[config.mk]
export PLATFORM = sky130hd
export DESIGN_NAME = disk_seek_scheduler
export DESIGN_NICKNAME = d
export VERILOG_FILES = /design/src/rtl/dss_pkg.sv /design/src/rtl/disk_seek_scheduler.sv /design/src/rtl/dss_ram.sv /design/src/rtl/dss_fifo.sv /design/src/rtl/dss_front.sv /design/src/rtl/dss_back.sv
export SDC_FILE = /design/constraint.sdc
export NUM_CORES = 1
export LEC_CHECK = 0
export ABC_CLOCK_PERIOD_IN_PS = 5600
export BUFFER_PORTS_ARGS = -buffer_cell sky130_fd_sc_hd__buf_2
export CORE_AREA = 5 5 285 287
export CTS_CLUSTER_DIAMETER = 200
export DETAILED_ROUTE_END_ITERATION = 10
export DIE_AREA = 0 0 290 292
export PLACE_DENSITY = 0.7
export SETUP_SLACK_MARGIN = 0.15
export SLEW_MARGIN = 30
export SYNTH_ARGS = -nofsm -noshare
export SYNTH_HDL_FRONTEND = slang
export SYNTH_SLANG_ARGS = --single-unit
[constraint.sdc]
create_clock -name clk -period 5.6 [get_ports clk]
set_input_delay 0.84 -clock clk [delete_from_list [all_inputs] [get_ports clk]]
set_output_delay 0.84 -clock clk [all_outputs]
set_load 0.01 [all_outputs]
[src/rtl/dss_pkg.sv]
`timescale 1ns / 1ps
package dss_pkg;

	localparam int MAX_REQUESTS_DEF = 32;
	localparam int TRACK_BITS_DEF   = 16;

	localparam int TRK_W   = 16;
	localparam int TOTAL_W = 22;
	localparam int CFG_IDX_W  = 2;
	localparam int CFG_DATA_W = 16;
	localparam int IN_DATA_W  = 16;
	localparam int OUT_DATA_W = 72;

	localparam logic [CFG_IDX_W-1:0] CFG_DISK_MAX   = 2'd0;
	localparam logic [CFG_IDX_W-1:0] CFG_START_HEAD = 2'd1;
	localparam logic [CFG_IDX_W-1:0] CFG_POLICY     = 2'd2;

	localparam logic [CFG_DATA_W-1:0] DISK_MAX_RST = 16'd199;

	localparam logic [1:0] POL_FCFS  = 2'd0;
	localparam logic [1:0] POL_SCAN  = 2'd1;
	localparam logic [1:0] POL_CSCAN = 2'd2;

	typedef enum logic [1:0] {
		B_IDLE,
		B_PASS,
		B_EMIT
	} back_state_t;

	typedef enum logic [2:0] {
		SEG_FCFS,
		SEG_HI,
		SEG_TOP,
		SEG_ZERO,
		SEG_LO
	} seg_t;

endpackage

[src/rtl/disk_seek_scheduler.sv]
`timescale 1ns / 1ps
// disk seek scheduler
// input stream: one track request per transfer, tlast closes the batch.
// requests load at one per cycle into a request store of MAX_REQUESTS
// entries; requests past a full store are dropped, a dropped tlast still
// closes the batch. tracks above disk_max are clamped to disk_max.
// after tlast the planner walks the store and emits one record per head
// move (from, to, distance, running total), tlast on the final record.
// every policy picks each next request by a full pass over the store (FCFS
// takes the oldest unused entry), one entry read a cycle from the store's
// single read port; the SCAN/C-SCAN moves to disk_max and to 0 take no pass.
// while a plan runs the input side holds tready low; the output register
// holds a record until it is taken, and the planner waits behind it.
// configuration: cfg_index 0 disk_max, 1 start_head, 2 policy
// (0 FCFS, 1 SCAN, 2 C-SCAN, 3 as FCFS); write only while idle.
// reset: disk_max 199, start_head 0, policy FCFS, empty batch.
module disk_seek_scheduler #(
	parameter int MAX_REQUESTS = dss_pkg::MAX_REQUESTS_DEF,
	parameter int TRACK_BITS   = dss_pkg::TRACK_BITS_DEF
) (
	input  logic                              clk,
	input  logic                              arst_n,
	input  logic                              s_tvalid,
	output logic                              s_tready,
	input  logic [dss_pkg::IN_DATA_W-1:0]     s_tdata,   // track[15:0]
	input  logic                              s_tlast,   // last_request
	output logic                              m_tvalid,
	input  logic                              m_tready,
	// from_track[15:0], to_track[31:16], distance[47:32], total_seek[69:48]
	output logic [dss_pkg::OUT_DATA_W-1:0]    m_tdata,
	output logic                              m_tlast,   // done_res
	input  logic                              cfg_valid,
	output logic                              cfg_ready,
	input  logic [dss_pkg::CFG_IDX_W-1:0]     cfg_index,
	input  logic [dss_pkg::CFG_DATA_W-1:0]    cfg_data
);
	import dss_pkg::*;

	localparam int CW = $clog2(MAX_REQUESTS + 1);
	localparam int AW = (MAX_REQUESTS > 1) ? $clog2(MAX_REQUESTS) : 1;
	localparam int JW = 2 + CW + 2 * TRACK_BITS;

	logic [CFG_DATA_W-1:0] disk_max_q, start_head_q;
	logic [1:0]            policy_q;

	logic                  ram_we;
	logic [AW-1:0]         ram_waddr, ram_raddr;
	logic [TRACK_BITS-1:0] ram_wdata, ram_rdata;
	logic                  job_push, job_empty, back_active, busy;
	logic [JW-1:0]         job_din, job_dout;
	logic                  job_valid, job_pop;

	assign cfg_ready = 1'b1;

	always_ff @(posedge clk or negedge arst_n) begin
		if (!arst_n) begin
			disk_max_q   <= DISK_MAX_RST;
			start_head_q <= '0;
			policy_q     <= POL_FCFS;
		end else if (cfg_valid) begin
			unique case (cfg_index)
				CFG_DISK_MAX:   disk_max_q   <= cfg_data;
				CFG_START_HEAD: start_head_q <= cfg_data;
				CFG_POLICY:     policy_q     <= cfg_data[1:0];
				default: ;
			endcase
		end
	end

	assign busy      = back_active || !job_empty;
	assign job_valid = !job_empty;

	dss_front #(.MAX_REQUESTS(MAX_REQUESTS), .TRACK_BITS(TRACK_BITS)) u_front (
		.clk       (clk),
		.arst_n    (arst_n),
		.s_tvalid  (s_tvalid),
		.s_tready  (s_tready),
		.s_tdata   (s_tdata),
		.s_tlast   (s_tlast),
		.busy      (busy),
		.top       (TRACK_BITS'(disk_max_q)),
		.head_raw  (TRACK_BITS'(start_head_q)),
		.policy    (policy_q),
		.ram_we    (ram_we),
		.ram_waddr (ram_waddr),
		.ram_wdata (ram_wdata),
		.job_push  (job_push),
		.job_data  (job_din)
	);

	dss_ram #(.W(TRACK_BITS), .D(MAX_REQUESTS), .AW(AW)) u_store (
		.clk   (clk),
		.we    (ram_we),
		.waddr (ram_waddr),
		.wdata (ram_wdata),
		.raddr (ram_raddr),
		.rdata (ram_rdata)
	);

	dss_fifo #(.W(JW)) u_jobq (
		.clk    (clk),
		.arst_n (arst_n),
		.push   (job_push),
		.din    (job_din),
		.pop    (job_pop),
		.dout   (job_dout),
		.empty  (job_empty)
	);

	dss_back #(.MAX_REQUESTS(MAX_REQUESTS), .TRACK_BITS(TRACK_BITS)) u_back (
		.clk       (clk),
		.arst_n    (arst_n),
		.job_valid (job_valid),
		.job_pop   (job_pop),
		.job_data  (job_dout),
		.active    (back_active),
		.ram_raddr (ram_raddr),
		.ram_rdata (ram_rdata),
		.m_tvalid  (m_tvalid),
		.m_tready  (m_tready),
		.m_tdata   (m_tdata),
		.m_tlast   (m_tlast)
	);
endmodule

[src/rtl/dss_ram.sv]
`timescale 1ns / 1ps
module dss_ram #(
	parameter int W = 16,
	parameter int D = 32,
	parameter int AW = (D > 1) ? $clog2(D) : 1
) (
	input  logic          clk,
	input  logic          we,
	input  logic [AW-1:0] waddr,
	input  logic [W-1:0]  wdata,
	input  logic [AW-1:0] raddr,
	output logic [W-1:0]  rdata
);
	logic [W-1:0] mem [D];

	always_ff @(posedge clk) begin
		if (we) begin
			mem[waddr] <= wdata;
		end
		rdata <= mem[raddr];
	end
endmodule

[src/rtl/dss_fifo.sv]
`timescale 1ns / 1ps
module dss_fifo #(
	parameter int W = 8
) (
	input  logic         clk,
	input  logic         arst_n,
	input  logic         push,
	input  logic [W-1:0] din,
	input  logic         pop,
	output logic [W-1:0] dout,
	output logic         empty
);
	logic [W-1:0] ent_q [2];
	logic         wp_q;
	logic         rp_q;
	logic [1:0]   cnt_q;

	assign empty = (cnt_q == 2'd0);
	assign dout  = ent_q[rp_q];

	always_ff @(posedge clk) begin
		if (push) begin
			ent_q[wp_q] <= din;
		end
	end

	always_ff @(posedge clk or negedge arst_n) begin
		if (!arst_n) begin
			wp_q  <= 1'b0;
			rp_q  <= 1'b0;
			cnt_q <= 2'd0;
		end else begin
			if (push) begin
				wp_q <= ~wp_q;
			end
			if (pop) begin
				rp_q <= ~rp_q;
			end
			cnt_q <= cnt_q + {1'b0, push} - {1'b0, pop};
		end
	end
endmodule

[src/rtl/dss_front.sv]
`timescale 1ns / 1ps
module dss_front #(
	parameter int MAX_REQUESTS = dss_pkg::MAX_REQUESTS_DEF,
	parameter int TRACK_BITS   = dss_pkg::TRACK_BITS_DEF,
	parameter int CW = $clog2(MAX_REQUESTS + 1),
	parameter int AW = (MAX_REQUESTS > 1) ? $clog2(MAX_REQUESTS) : 1
) (
	input  logic                            clk,
	input  logic                            arst_n,
	input  logic                            s_tvalid,
	output logic                            s_tready,
	input  logic [dss_pkg::IN_DATA_W-1:0]   s_tdata,
	input  logic                            s_tlast,
	input  logic                            busy,
	input  logic [TRACK_BITS-1:0]           top,
	input  logic [TRACK_BITS-1:0]           head_raw,
	input  logic [1:0]                      policy,
	output logic                            ram_we,
	output logic [AW-1:0]                   ram_waddr,
	output logic [TRACK_BITS-1:0]           ram_wdata,
	output logic                            job_push,
	output logic [2+CW+2*TRACK_BITS-1:0]    job_data
);
	import dss_pkg::*;

	logic [CW-1:0]         cnt_q;
	logic [CW-1:0]         cnt_next;
	logic [TRACK_BITS-1:0] trk;
	logic [TRACK_BITS-1:0] head;
	logic                  xfer;
	logic                  room;

	assign s_tready = !busy;
	assign xfer     = s_tvalid && s_tready;
	assign room     = (cnt_q < CW'(MAX_REQUESTS));
	assign trk      = TRACK_BITS'(s_tdata[TRK_W-1:0]);
	assign head     = (head_raw > top) ? top : head_raw;

	assign ram_we    = xfer && room;
	assign ram_waddr = cnt_q[AW-1:0];
	assign ram_wdata = (trk > top) ? top : trk;

	assign cnt_next = room ? cnt_q + CW'(1) : cnt_q;
	assign job_push = xfer && s_tlast;
	assign job_data = {policy, cnt_next, head, top};

	always_ff @(posedge clk or negedge arst_n) begin
		if (!arst_n) begin
			cnt_q <= '0;
		end else if (xfer) begin
			cnt_q <= s_tlast ? '0 : cnt_next;
		end
	end
endmodule

[src/rtl/dss_back.sv]
`timescale 1ns / 1ps
module dss_back #(
	parameter int MAX_REQUESTS = dss_pkg::MAX_REQUESTS_DEF,
	parameter int TRACK_BITS   = dss_pkg::TRACK_BITS_DEF,
	parameter int CW = $clog2(MAX_REQUESTS + 1),
	parameter int AW = (MAX_REQUESTS > 1) ? $clog2(MAX_REQUESTS) : 1
) (
	input  logic                             clk,
	input  logic                             arst_n,
	input  logic                             job_valid,
	output logic                             job_pop,
	input  logic [2+CW+2*TRACK_BITS-1:0]     job_data,
	output logic                             active,
	output logic [AW-1:0]                    ram_raddr,
	input  logic [TRACK_BITS-1:0]            ram_rdata,
	output logic                             m_tvalid,
	input  logic                             m_tready,
	output logic [dss_pkg::OUT_DATA_W-1:0]   m_tdata,
	output logic                             m_tlast
);
	import dss_pkg::*;

	back_state_t state_q, state_d;
	seg_t        seg_q;

	logic [TRACK_BITS-1:0]   head0_q, top_q, cur_q, tgt_q, best_q;
	logic [1:0]              pol_q;
	logic [CW-1:0]           n_q, issue_q;
	logic [CW:0]             moves_q, emitted_q;
	logic [TOTAL_W-1:0]      total_q;
	logic [MAX_REQUESTS-1:0] used_q;
	logic                    rv_s1;
	logic [AW-1:0]           ridx_s1;
	logic                    found_q;
	logic [AW-1:0]           best_idx_q;

	logic                    ov_q, odone_q;
	logic [TRK_W-1:0]        ofrom_q, oto_q, odist_q;
	logic [TOTAL_W-1:0]      ototal_q;

	logic                    pass_end, out_free, issue, cand, better;
	logic [TRACK_BITS-1:0]   v, mv_dist;
	logic [1:0]              j_pol;
	logic [CW-1:0]           j_cnt;
	logic [TRACK_BITS-1:0]   j_head, j_top;

	assign {j_pol, j_cnt, j_head, j_top} = job_data;

	assign out_free = !ov_q || m_tready;
	assign issue    = (state_q == B_PASS) && (issue_q < n_q);
	assign pass_end = (issue_q == n_q) && !rv_s1;
	assign v        = ram_rdata;
	assign mv_dist  = (cur_q > tgt_q) ? cur_q - tgt_q : tgt_q - cur_q;
	assign active   = (state_q != B_IDLE);

	// candidate test for the entry coming back from the store
	always_comb begin
		cand   = 1'b0;
		better = 1'b0;
		unique case (seg_q)
			SEG_FCFS: begin
				cand   = !used_q[ridx_s1];
				better = !found_q;
			end
			SEG_HI: begin
				cand   = !used_q[ridx_s1] && (v > head0_q);
				better = !found_q || (v < best_q);
			end
			SEG_LO: begin
				cand   = !used_q[ridx_s1] && (v <= head0_q);
				better = !found_q || ((pol_q == POL_CSCAN) ? (v < best_q) : (v > best_q));
			end
			default: begin
				cand   = 1'b0;
				better = 1'b0;
			end
		endcase
	end

	always_comb begin
		state_d = state_q;
		unique case (state_q)
			B_IDLE: begin
				if (job_valid) state_d = B_PASS;
			end
			B_PASS: begin
				if (seg_q == SEG_TOP || seg_q == SEG_ZERO) begin
					state_d = B_EMIT;
				end else if (pass_end) begin
					if (found_q) state_d = B_EMIT;
					else if (seg_q != SEG_HI) state_d = B_IDLE;
				end
			end
			B_EMIT: begin
				if (out_free) begin
					state_d = (emitted_q + (CW+1)'(1) == moves_q) ? B_IDLE : B_PASS;
				end
			end
			default: state_d = B_IDLE;
		endcase
	end

	always_comb begin
		job_pop   = (state_q == B_IDLE) && job_valid;
		ram_raddr = issue_q[AW-1:0];
	end

	always_ff @(posedge clk or negedge arst_n) begin
		if (!arst_n) begin
			state_q <= B_IDLE;
			seg_q   <= SEG_FCFS;
			rv_s1   <= 1'b0;
			ov_q    <= 1'b0;
			found_q <= 1'b0;
			used_q  <= '0;
			issue_q <= '0;
		end else begin
			state_q <= state_d;
			rv_s1   <= issue;
			if (issue) begin
				issue_q <= issue_q + CW'(1);
			end
			if (rv_s1 && cand && better) begin
				found_q <= 1'b1;
			end
			if (ov_q && m_tready) begin
				ov_q <= 1'b0;
			end
			unique case (state_q)
				B_IDLE: begin
					if (job_valid) begin
						used_q  <= '0;
						issue_q <= '0;
						found_q <= 1'b0;
						seg_q   <= (j_pol == POL_SCAN || j_pol == POL_CSCAN) ? SEG_HI : SEG_FCFS;
					end
				end
				B_PASS: begin
					if (seg_q == SEG_TOP) begin
						seg_q <= (pol_q == POL_CSCAN) ? SEG_ZERO : SEG_LO;
					end else if (seg_q == SEG_ZERO) begin
						seg_q <= SEG_LO;
					end else if (pass_end) begin
						if (found_q) begin
							used_q[best_idx_q] <= 1'b1;
						end else if (seg_q == SEG_HI) begin
							// nothing left above the head, head for the disk end
							seg_q   <= SEG_TOP;
							issue_q <= '0;
						end
					end
				end
				B_EMIT: begin
					if (out_free) begin
						ov_q    <= 1'b1;
						issue_q <= '0;
						found_q <= 1'b0;
					end
				end
				default: ;
			endcase
		end
	end

	always_ff @(posedge clk) begin
		if (rv_s1 && cand && better) begin
			best_q     <= v;
			best_idx_q <= ridx_s1;
		end
		ridx_s1 <= issue_q[AW-1:0];
		if (state_q == B_IDLE && job_valid) begin
			pol_q     <= j_pol;
			n_q       <= j_cnt;
			head0_q   <= j_head;
			top_q     <= j_top;
			cur_q     <= j_head;
			total_q   <= '0;
			emitted_q <= '0;
			unique case (j_pol)
				POL_SCAN:  moves_q <= (CW+1)'(j_cnt) + (CW+1)'(1);
				POL_CSCAN: moves_q <= (CW+1)'(j_cnt) + (CW+1)'(2);
				default:   moves_q <= (CW+1)'(j_cnt);
			endcase
		end
		if (state_q == B_PASS) begin
			if (seg_q == SEG_TOP) tgt_q <= top_q;
			else if (seg_q == SEG_ZERO) tgt_q <= '0;
			else if (pass_end && found_q) tgt_q <= best_q;
		end
		if (state_q == B_EMIT && out_free) begin
			ofrom_q   <= TRK_W'(cur_q);
			oto_q     <= TRK_W'(tgt_q);
			odist_q   <= TRK_W'(mv_dist);
			ototal_q  <= total_q + TOTAL_W'(mv_dist);
			odone_q   <= (emitted_q + (CW+1)'(1) == moves_q);
			total_q   <= total_q + TOTAL_W'(mv_dist);
			cur_q     <= tgt_q;
			emitted_q <= emitted_q + (CW+1)'(1);
		end
	end

	assign m_tvalid = ov_q;
	assign m_tdata  = {2'b00, ototal_q, odist_q, oto_q, ofrom_q};
	assign m_tlast  = odone_q;
endmodule

# After elaboration in Yosys (flattened, before gate mapping)
# Memories as Yosys holds them, arrays and structs flattened. A register that Yosys moved wholly into a read port is not among the register bits.
# Index checks and enable logic that the tools add are counted.
# op_classes
bitwise_logic	3
muxes	65
n_eq_ne	25
reduce_logical	41
order_cmp	12
add_sub_neg	10
# op_table
op	n
$mux W32	5
$mux W16	8
$gt A16 B16 Y1	5
$pmux W32 S2	1
$mux W6	10
$mux W22	2
$or A32 B32 Y32	1
$sub A16 B16 Y16	2
$add A22 B16 Y22	1
$mux W3	7
$pmux W6 S3	1
$le A16 B16 Y1	1
$lt A16 B16 Y1	1
$mux W1	15
$logic_and A1 B1 Y1	14
$mux W7	2
$pmux W7 S2	1
$add A6 B1 Y6 const B	2
$lt A5 B6 Y1 const B	2
$mux W2	6
$eq A2 B2 Y1 const B	4
$ne A4 B3 Y1 const B	2
$reduce_and A2 Y1	4
$add A6 B1 Y7 const B	1
34 further kinds	58
# word_totals
n_memories	2
in_bits	40
mem_bits_rw	592
ff_bits	295
# mem_list
memory	depth	word_bits	read_ports	rd_ports_with_merged_regs	wr	line	source
u_store.mem	32	16	1	1	1	dss_ram.sv:14	logic [W-1:0] mem [D];
u_jobq.ent_q	2	40	1	0	1	dss_fifo.sv:13	logic [W-1:0] ent_q [2];

# Depth between registers and ports, before layout
# depth
depth_word	10
depth_mapped	21
mapped_depth_nobuf	19

# By module
# Synthesis repeated with hierarchy kept, for this count alone.
# unflattened
cells_unflattened	2635
area_unflattened_um2	39613.0
# modules_own_cells
mod	cells_per_inst	instances	area_each_um2	seq_area_each_um2
dss_ram	1143	1	20534.7	15695.1
dss_back	1088	1	12777.3	7257.0
dss_fifo	139	1	3280.6	2502.4
dss_front	188	1	1702.9	150.1
disk_seek_scheduler	77	1	1317.5	857.1

# Worst setup path after synthesis
# No wires, ideal clock.
# synth_path
path_type	flip-flop to flip-flop
from	register u_back.cur_q[0]
to	register u_back.total_q[17] (data pin)
period_less_slack_ns	4.197
required_time_ns	5.345
setup_ns	0.255
path_stages_with_launch	22
slack_ns	1.403
arrival_time_ns	3.943
cell_sequence	edfxtp_1 inv_1 ha_1 inv_1 fa_1 a211oi_1 o211ai_1 nand3_1 a21oi_2 buf_6 mux2i_1 a2bb2oi_1 xnor2_1 ha_1 clkbuf_1 a21o_1 a21o_1 a2bb2oi_1 o211a_1 o21ai_0 xor2_1 and2_1
# synth_via
elab_chain_cells	4
elab_cells_between_ends	6
# synth_rtl
item	line	source
start, declared	dss_back.sv:26	logic [TRACK_BITS-1:0] head0_q, top_q, cur_q, tgt_q, best_q;
start signal, assigned	dss_back.sv:176	cur_q <= j_head;
start signal, assigned	dss_back.sv:197	cur_q <= tgt_q;
$sub A16 B16 Y16 or $gt A16 B16 Y1 (tied branches)	dss_back.sv:53	assign mv_dist = (cur_q > tgt_q) ? cur_q - tgt_q : tgt_q - cur_q;
$mux W16 *	dss_back.sv:53	
via u_back.mv_dist[10]	dss_back.sv:42	logic [TRACK_BITS-1:0] v, mv_dist;
$add A22 B16 Y22 *	dss_back.sv:196	total_q <= total_q + TOTAL_W'(mv_dist);
$mux W22 *	dss_back.sv:190	if (state_q == B_EMIT && out_free) begin
end signal, assigned	dss_back.sv:196	
end, declared	dss_back.sv:30	logic [TOTAL_W-1:0] total_q;
# Mark *: on every way through the listed nets, which the timed path passes. The rest lies on a longest branch.
# A chain may end at the register's enable or synchronous reset.

# Worst setup path in the final report
# layout_path
from	register u_back.tgt_q[11]
to	register u_back.total_q[16] (data pin)
# layout_via
elab_chain_cells	4
elab_cells_between_ends	6
# layout_rtl
item	line	source
start, declared	dss_back.sv:26	
start signal, assigned	dss_back.sv:186	if (seg_q == SEG_TOP) tgt_q <= top_q;
start signal, assigned	dss_back.sv:188	else if (pass_end && found_q) tgt_q <= best_q;
$gt A16 B16 Y1	dss_back.sv:53	
$mux W16	dss_back.sv:53	
via u_back.mv_dist[2]	dss_back.sv:42	
$add A22 B16 Y22	dss_back.sv:196	
$mux W22	dss_back.sv:190	
# The timed path passes the listed nets, and every way through them passes these cells.

==> results_dict.tcl <==
set metrics [dict create \
    dp_hpwl_mm 58.9 \
    pre_cts_ws_ps 732 \
    netlist.area_leader.share_pct 61.3 \
    insertion_delay_ps 650 \
    skew_ps 22.7 \
    dieArea_um2 84700 \
    wl_mm 89.2 \
    yosysUniqueCellTypes 81 \
    power.share.combinational_pct 4.7 \
    boundaryPins 116 \
    syn_area_per_cell_um2 15.5 \
    fp-row-count 103 \
    routed_via_density 5.85 \
    final_cell_mix "792 x edfxtp_1, 149 x mux2i_1, 138 x nand2_1, 129 x ha_1, 120 x inv_1" \
    report.final.slew_viol_count 0 \
    drt_iter0_markers 2075 \
    cts_buffers 91 \
    outcome "completed" \
    grt_use_total_pct 20.5 \
    maxCapViolations 0 \
    powerDensity_nw_per_um2 329 \
    tightest_slew_ps 953 \
    grt_pass1_vias 22200 \
    synth-edff-count 792 \
    crit_slowest_cell "ha_1" \
    synth-seq-cells 903 \
    cts.sinks 903 \
    fin_crit_sh_pct 87.4 \
    regArea_um2 26500 \
    crit_chain "inv_1, ha_1, nand2_1, o21a_1, o21a_1, a21oi_2, buf_4, mux2i_1, xnor2_1, ha_1, nor2b_1, o31a_1, o21ai_1, a21oi_1, a221o_1, xor2_1, and2_1" \
    rsz0062_at_grt "false" \
    route.detailed.drc 0 \
    internal_power_w 0.0113 \
    swShare_pct 21.4 \
    pwr-share-seq_pct 53.4 \
    hold_path.class "in2async" \
    crit_fanout 9 \
    setup_violations 0 \
    hold_viol_final 0 \
    syn_to_final_growth_pct 12.8 \
    root_buffer "clkbuf_16" \
    end_kind "flop" \
    mostFrequentLayoutCell "edfxtp_1" \
    setup_tns_ps 0 \
    startpoint_type "flop" \
    grt_pass1_wl_mm 135 \
    synth_area_um2 38800 \
    crit_family "compound AO/OA/AOI/OAI gates" \
    async_flop_share_pct 9.97 \
    gp_congestion 0.889 \
    synth_area_leaders "edfxtp_1 61%, dfrtp_1 5.5%, ha_1 4.2%" \
    critPathMaxStageDelay_ps 510 \
    num_vias 22100 \
    cp.required_ps 5980 \
    ir_worst_vdd_mv 0.300 \
    fin_crit_ps 4900 \
    antenna_found_initial 7 \
    initial_core_util_pct 49.5 \
    yosysSeqAreaShare_pct 68.3 \
    cts_resized 0 \
    max-slew-margin-rel_pct 36.5 \
    final_layout_size_suffix_gt1_share_pct 18.8 \
    dr.pass1.iters 6 \
    grt_max_degree 82 \
    antenna_left 0 \
    post-cts-setup-buffers 0 \
    htree_levels 3 \
    die_h_um 292 \
    critPathBufInv 2 \
    die_x_um 290 \
    multi_input_area_um2 11500 \
    yosysWarnings 0 \
    port_buffers 112 \
    clock.fmax_mhz 204 \
    leakagePower_nw 15.1 \
    fillers 6101 \
    clkSlewWorstSetupHoldPaths_ps 60 \
    cts_tree "yes" \
    clkPwrFrac_pct 41.9 \
    fin_nets 2814 \
    synth_area_leader_cell "edfxtp_1" \
    synthCells 2505 \
    cts_buffer_depth 3 \
    p_sw_w 0.00307 \
    cts.hold.buffers_added 0 \
    synthFlopType "edfxtp_1" \
    path_class "reg2reg" \
    crit_arrival_ps 5280 \
    coreArea_um2 78400 \
    setup_ws_ps 704 \
    overflow 0 \
    wire_per_inst_um 23.7 \
]
-- cells by family after synthesis --
| group | after synthesis | share of synthesized area [%] |
|---|---|---|
| compound gates | 415 | 7.08 |
| xor+xnor | 54 | 1.22 |
| other cells | 2 | 0.0194 |
| flops | 903 | 68.3 |
| fa+ha+maj | 132 | 4.32 |
| buf+inv | 234 | 2.47 |
| simple gates | 442 | 5.59 |
| mux | 323 | 11.0 |
-- layout make-up --
class                      count  area share, %
sequential                   903           60.5
multi-input combinational   1369           26.3
clock buffer                 111           5.57
tap                         1050           3.01
timing repair buffer         155           2.19
clock inverter                58           1.27
inverter                     122           1.05
antenna                        4         0.0229
-- worst paths after layout --
path | end | slack (ps) | depth (start not counted) | start
worst min-delay path | u_back.used_q[22]$_DFFE_PN0P_ | 190 | 1 | arst_n
worst max-delay path | u_back.total_q[16]$_SDFFCE_PN0P_ | 700 | 17 | u_back.tgt_q[11]$_DFFE_PP_
worst max register to register | u_back.total_q[16]$_SDFFCE_PN0P_ | 700 | 17 | u_back.tgt_q[11]$_DFFE_PP_
max in group asynchronous | u_back.issue_q[0]$_DFF_PN0_ | 4300 | 2 | arst_n
min in group clk | disk_max_q[10]$_DFFE_PN0P_ | 430 | 3 | cfg_data[10]
worst min register to register | u_back.oto_q[15]$_DFFE_PP_ | 470 | 0 | u_back.tgt_q[15]$_DFFE_PP_
-- worst reg2reg max path, delay by kind of cell, from the launching register on --
family,cells,cell delay [ps]
xor gates and xnor gates,2,360
and+or+nand+nor,3,460
DFF,1,390
adders and majority gates,2,830
AOI/OAI and AO/OA,7,2070
muxes,1,220
buffers and inverters,2,330
-- cell usage after synthesis, drive strengths merged, types with 72 or more instances --
| cell | n |
|---|---|
| dfrtp | 85 |
| a21oi | 111 |
| mux2 | 102 |
| inv | 122 |
| mux2i | 149 |
| o221ai | 80 |
| edfxtp | 792 |
| ha | 129 |
| mux4 | 72 |
| nor2 | 123 |
| o21ai | 98 |
| nand2 | 139 |
-- per-layer routing --
metal  wire, µm  up-vias  global-route usage [%]
met3       6470      165                    4.04
met5         21        -                       0
met2      43600      862                    34.5
met1      36400    11100                    27.4
li1           -     9946                       -
met4       2710        4                    6.47
-- power by group through the flow --
stage | Combinational, W | Clock, W | Sequential [W]
2_1_floorplan | 0.000430 | 0 | 0.00778
3_3_place_gp | 0.000631 | 0 | 0.00781
3_5_place_dp | 0.000671 | 0 | 0.00781
4_1_cts | 0.000675 | 0.00611 | 0.00767
5_1_grt | 0.000742 | 0.00643 | 0.00768
6_report | 0.000680 | 0.00602 | 0.00768
-- flip-flops by register name (all words and copies together), names as in the netlist, 16 cells and up --
name / cells
disk_max_q: 16
start_head_q: 16
u_back.best_q: 16
u_back.cur_q: 16
u_back.head0_q: 16
u_back.odist_q: 16
u_back.ofrom_q: 16
u_back.oto_q: 16
u_back.ototal_q: 22
u_back.tgt_q: 16
u_back.top_q: 16
u_back.total_q: 22
u_back.used_q: 32
u_jobq.ent_q: 80
u_store.mem: 512
u_store.rdata: 16
-- stage by stage --
stage          std cells  area, µm²  hold WS, ps  utilization (%)  total power (W)
6_report            3772      43700          188             55.8           0.0144
5_1_grt             3769      43700          207             55.8           0.0148
4_1_cts             3766      43700          174             55.7           0.0145
3_5_place_dp        3597      40700          456             51.9          0.00848
3_3_place_gp        3596      40600          443             51.8          0.00844
2_1_floorplan       2506      38800          368                -          0.00822
Note: power is estimated with default switching activity, not from simulation.
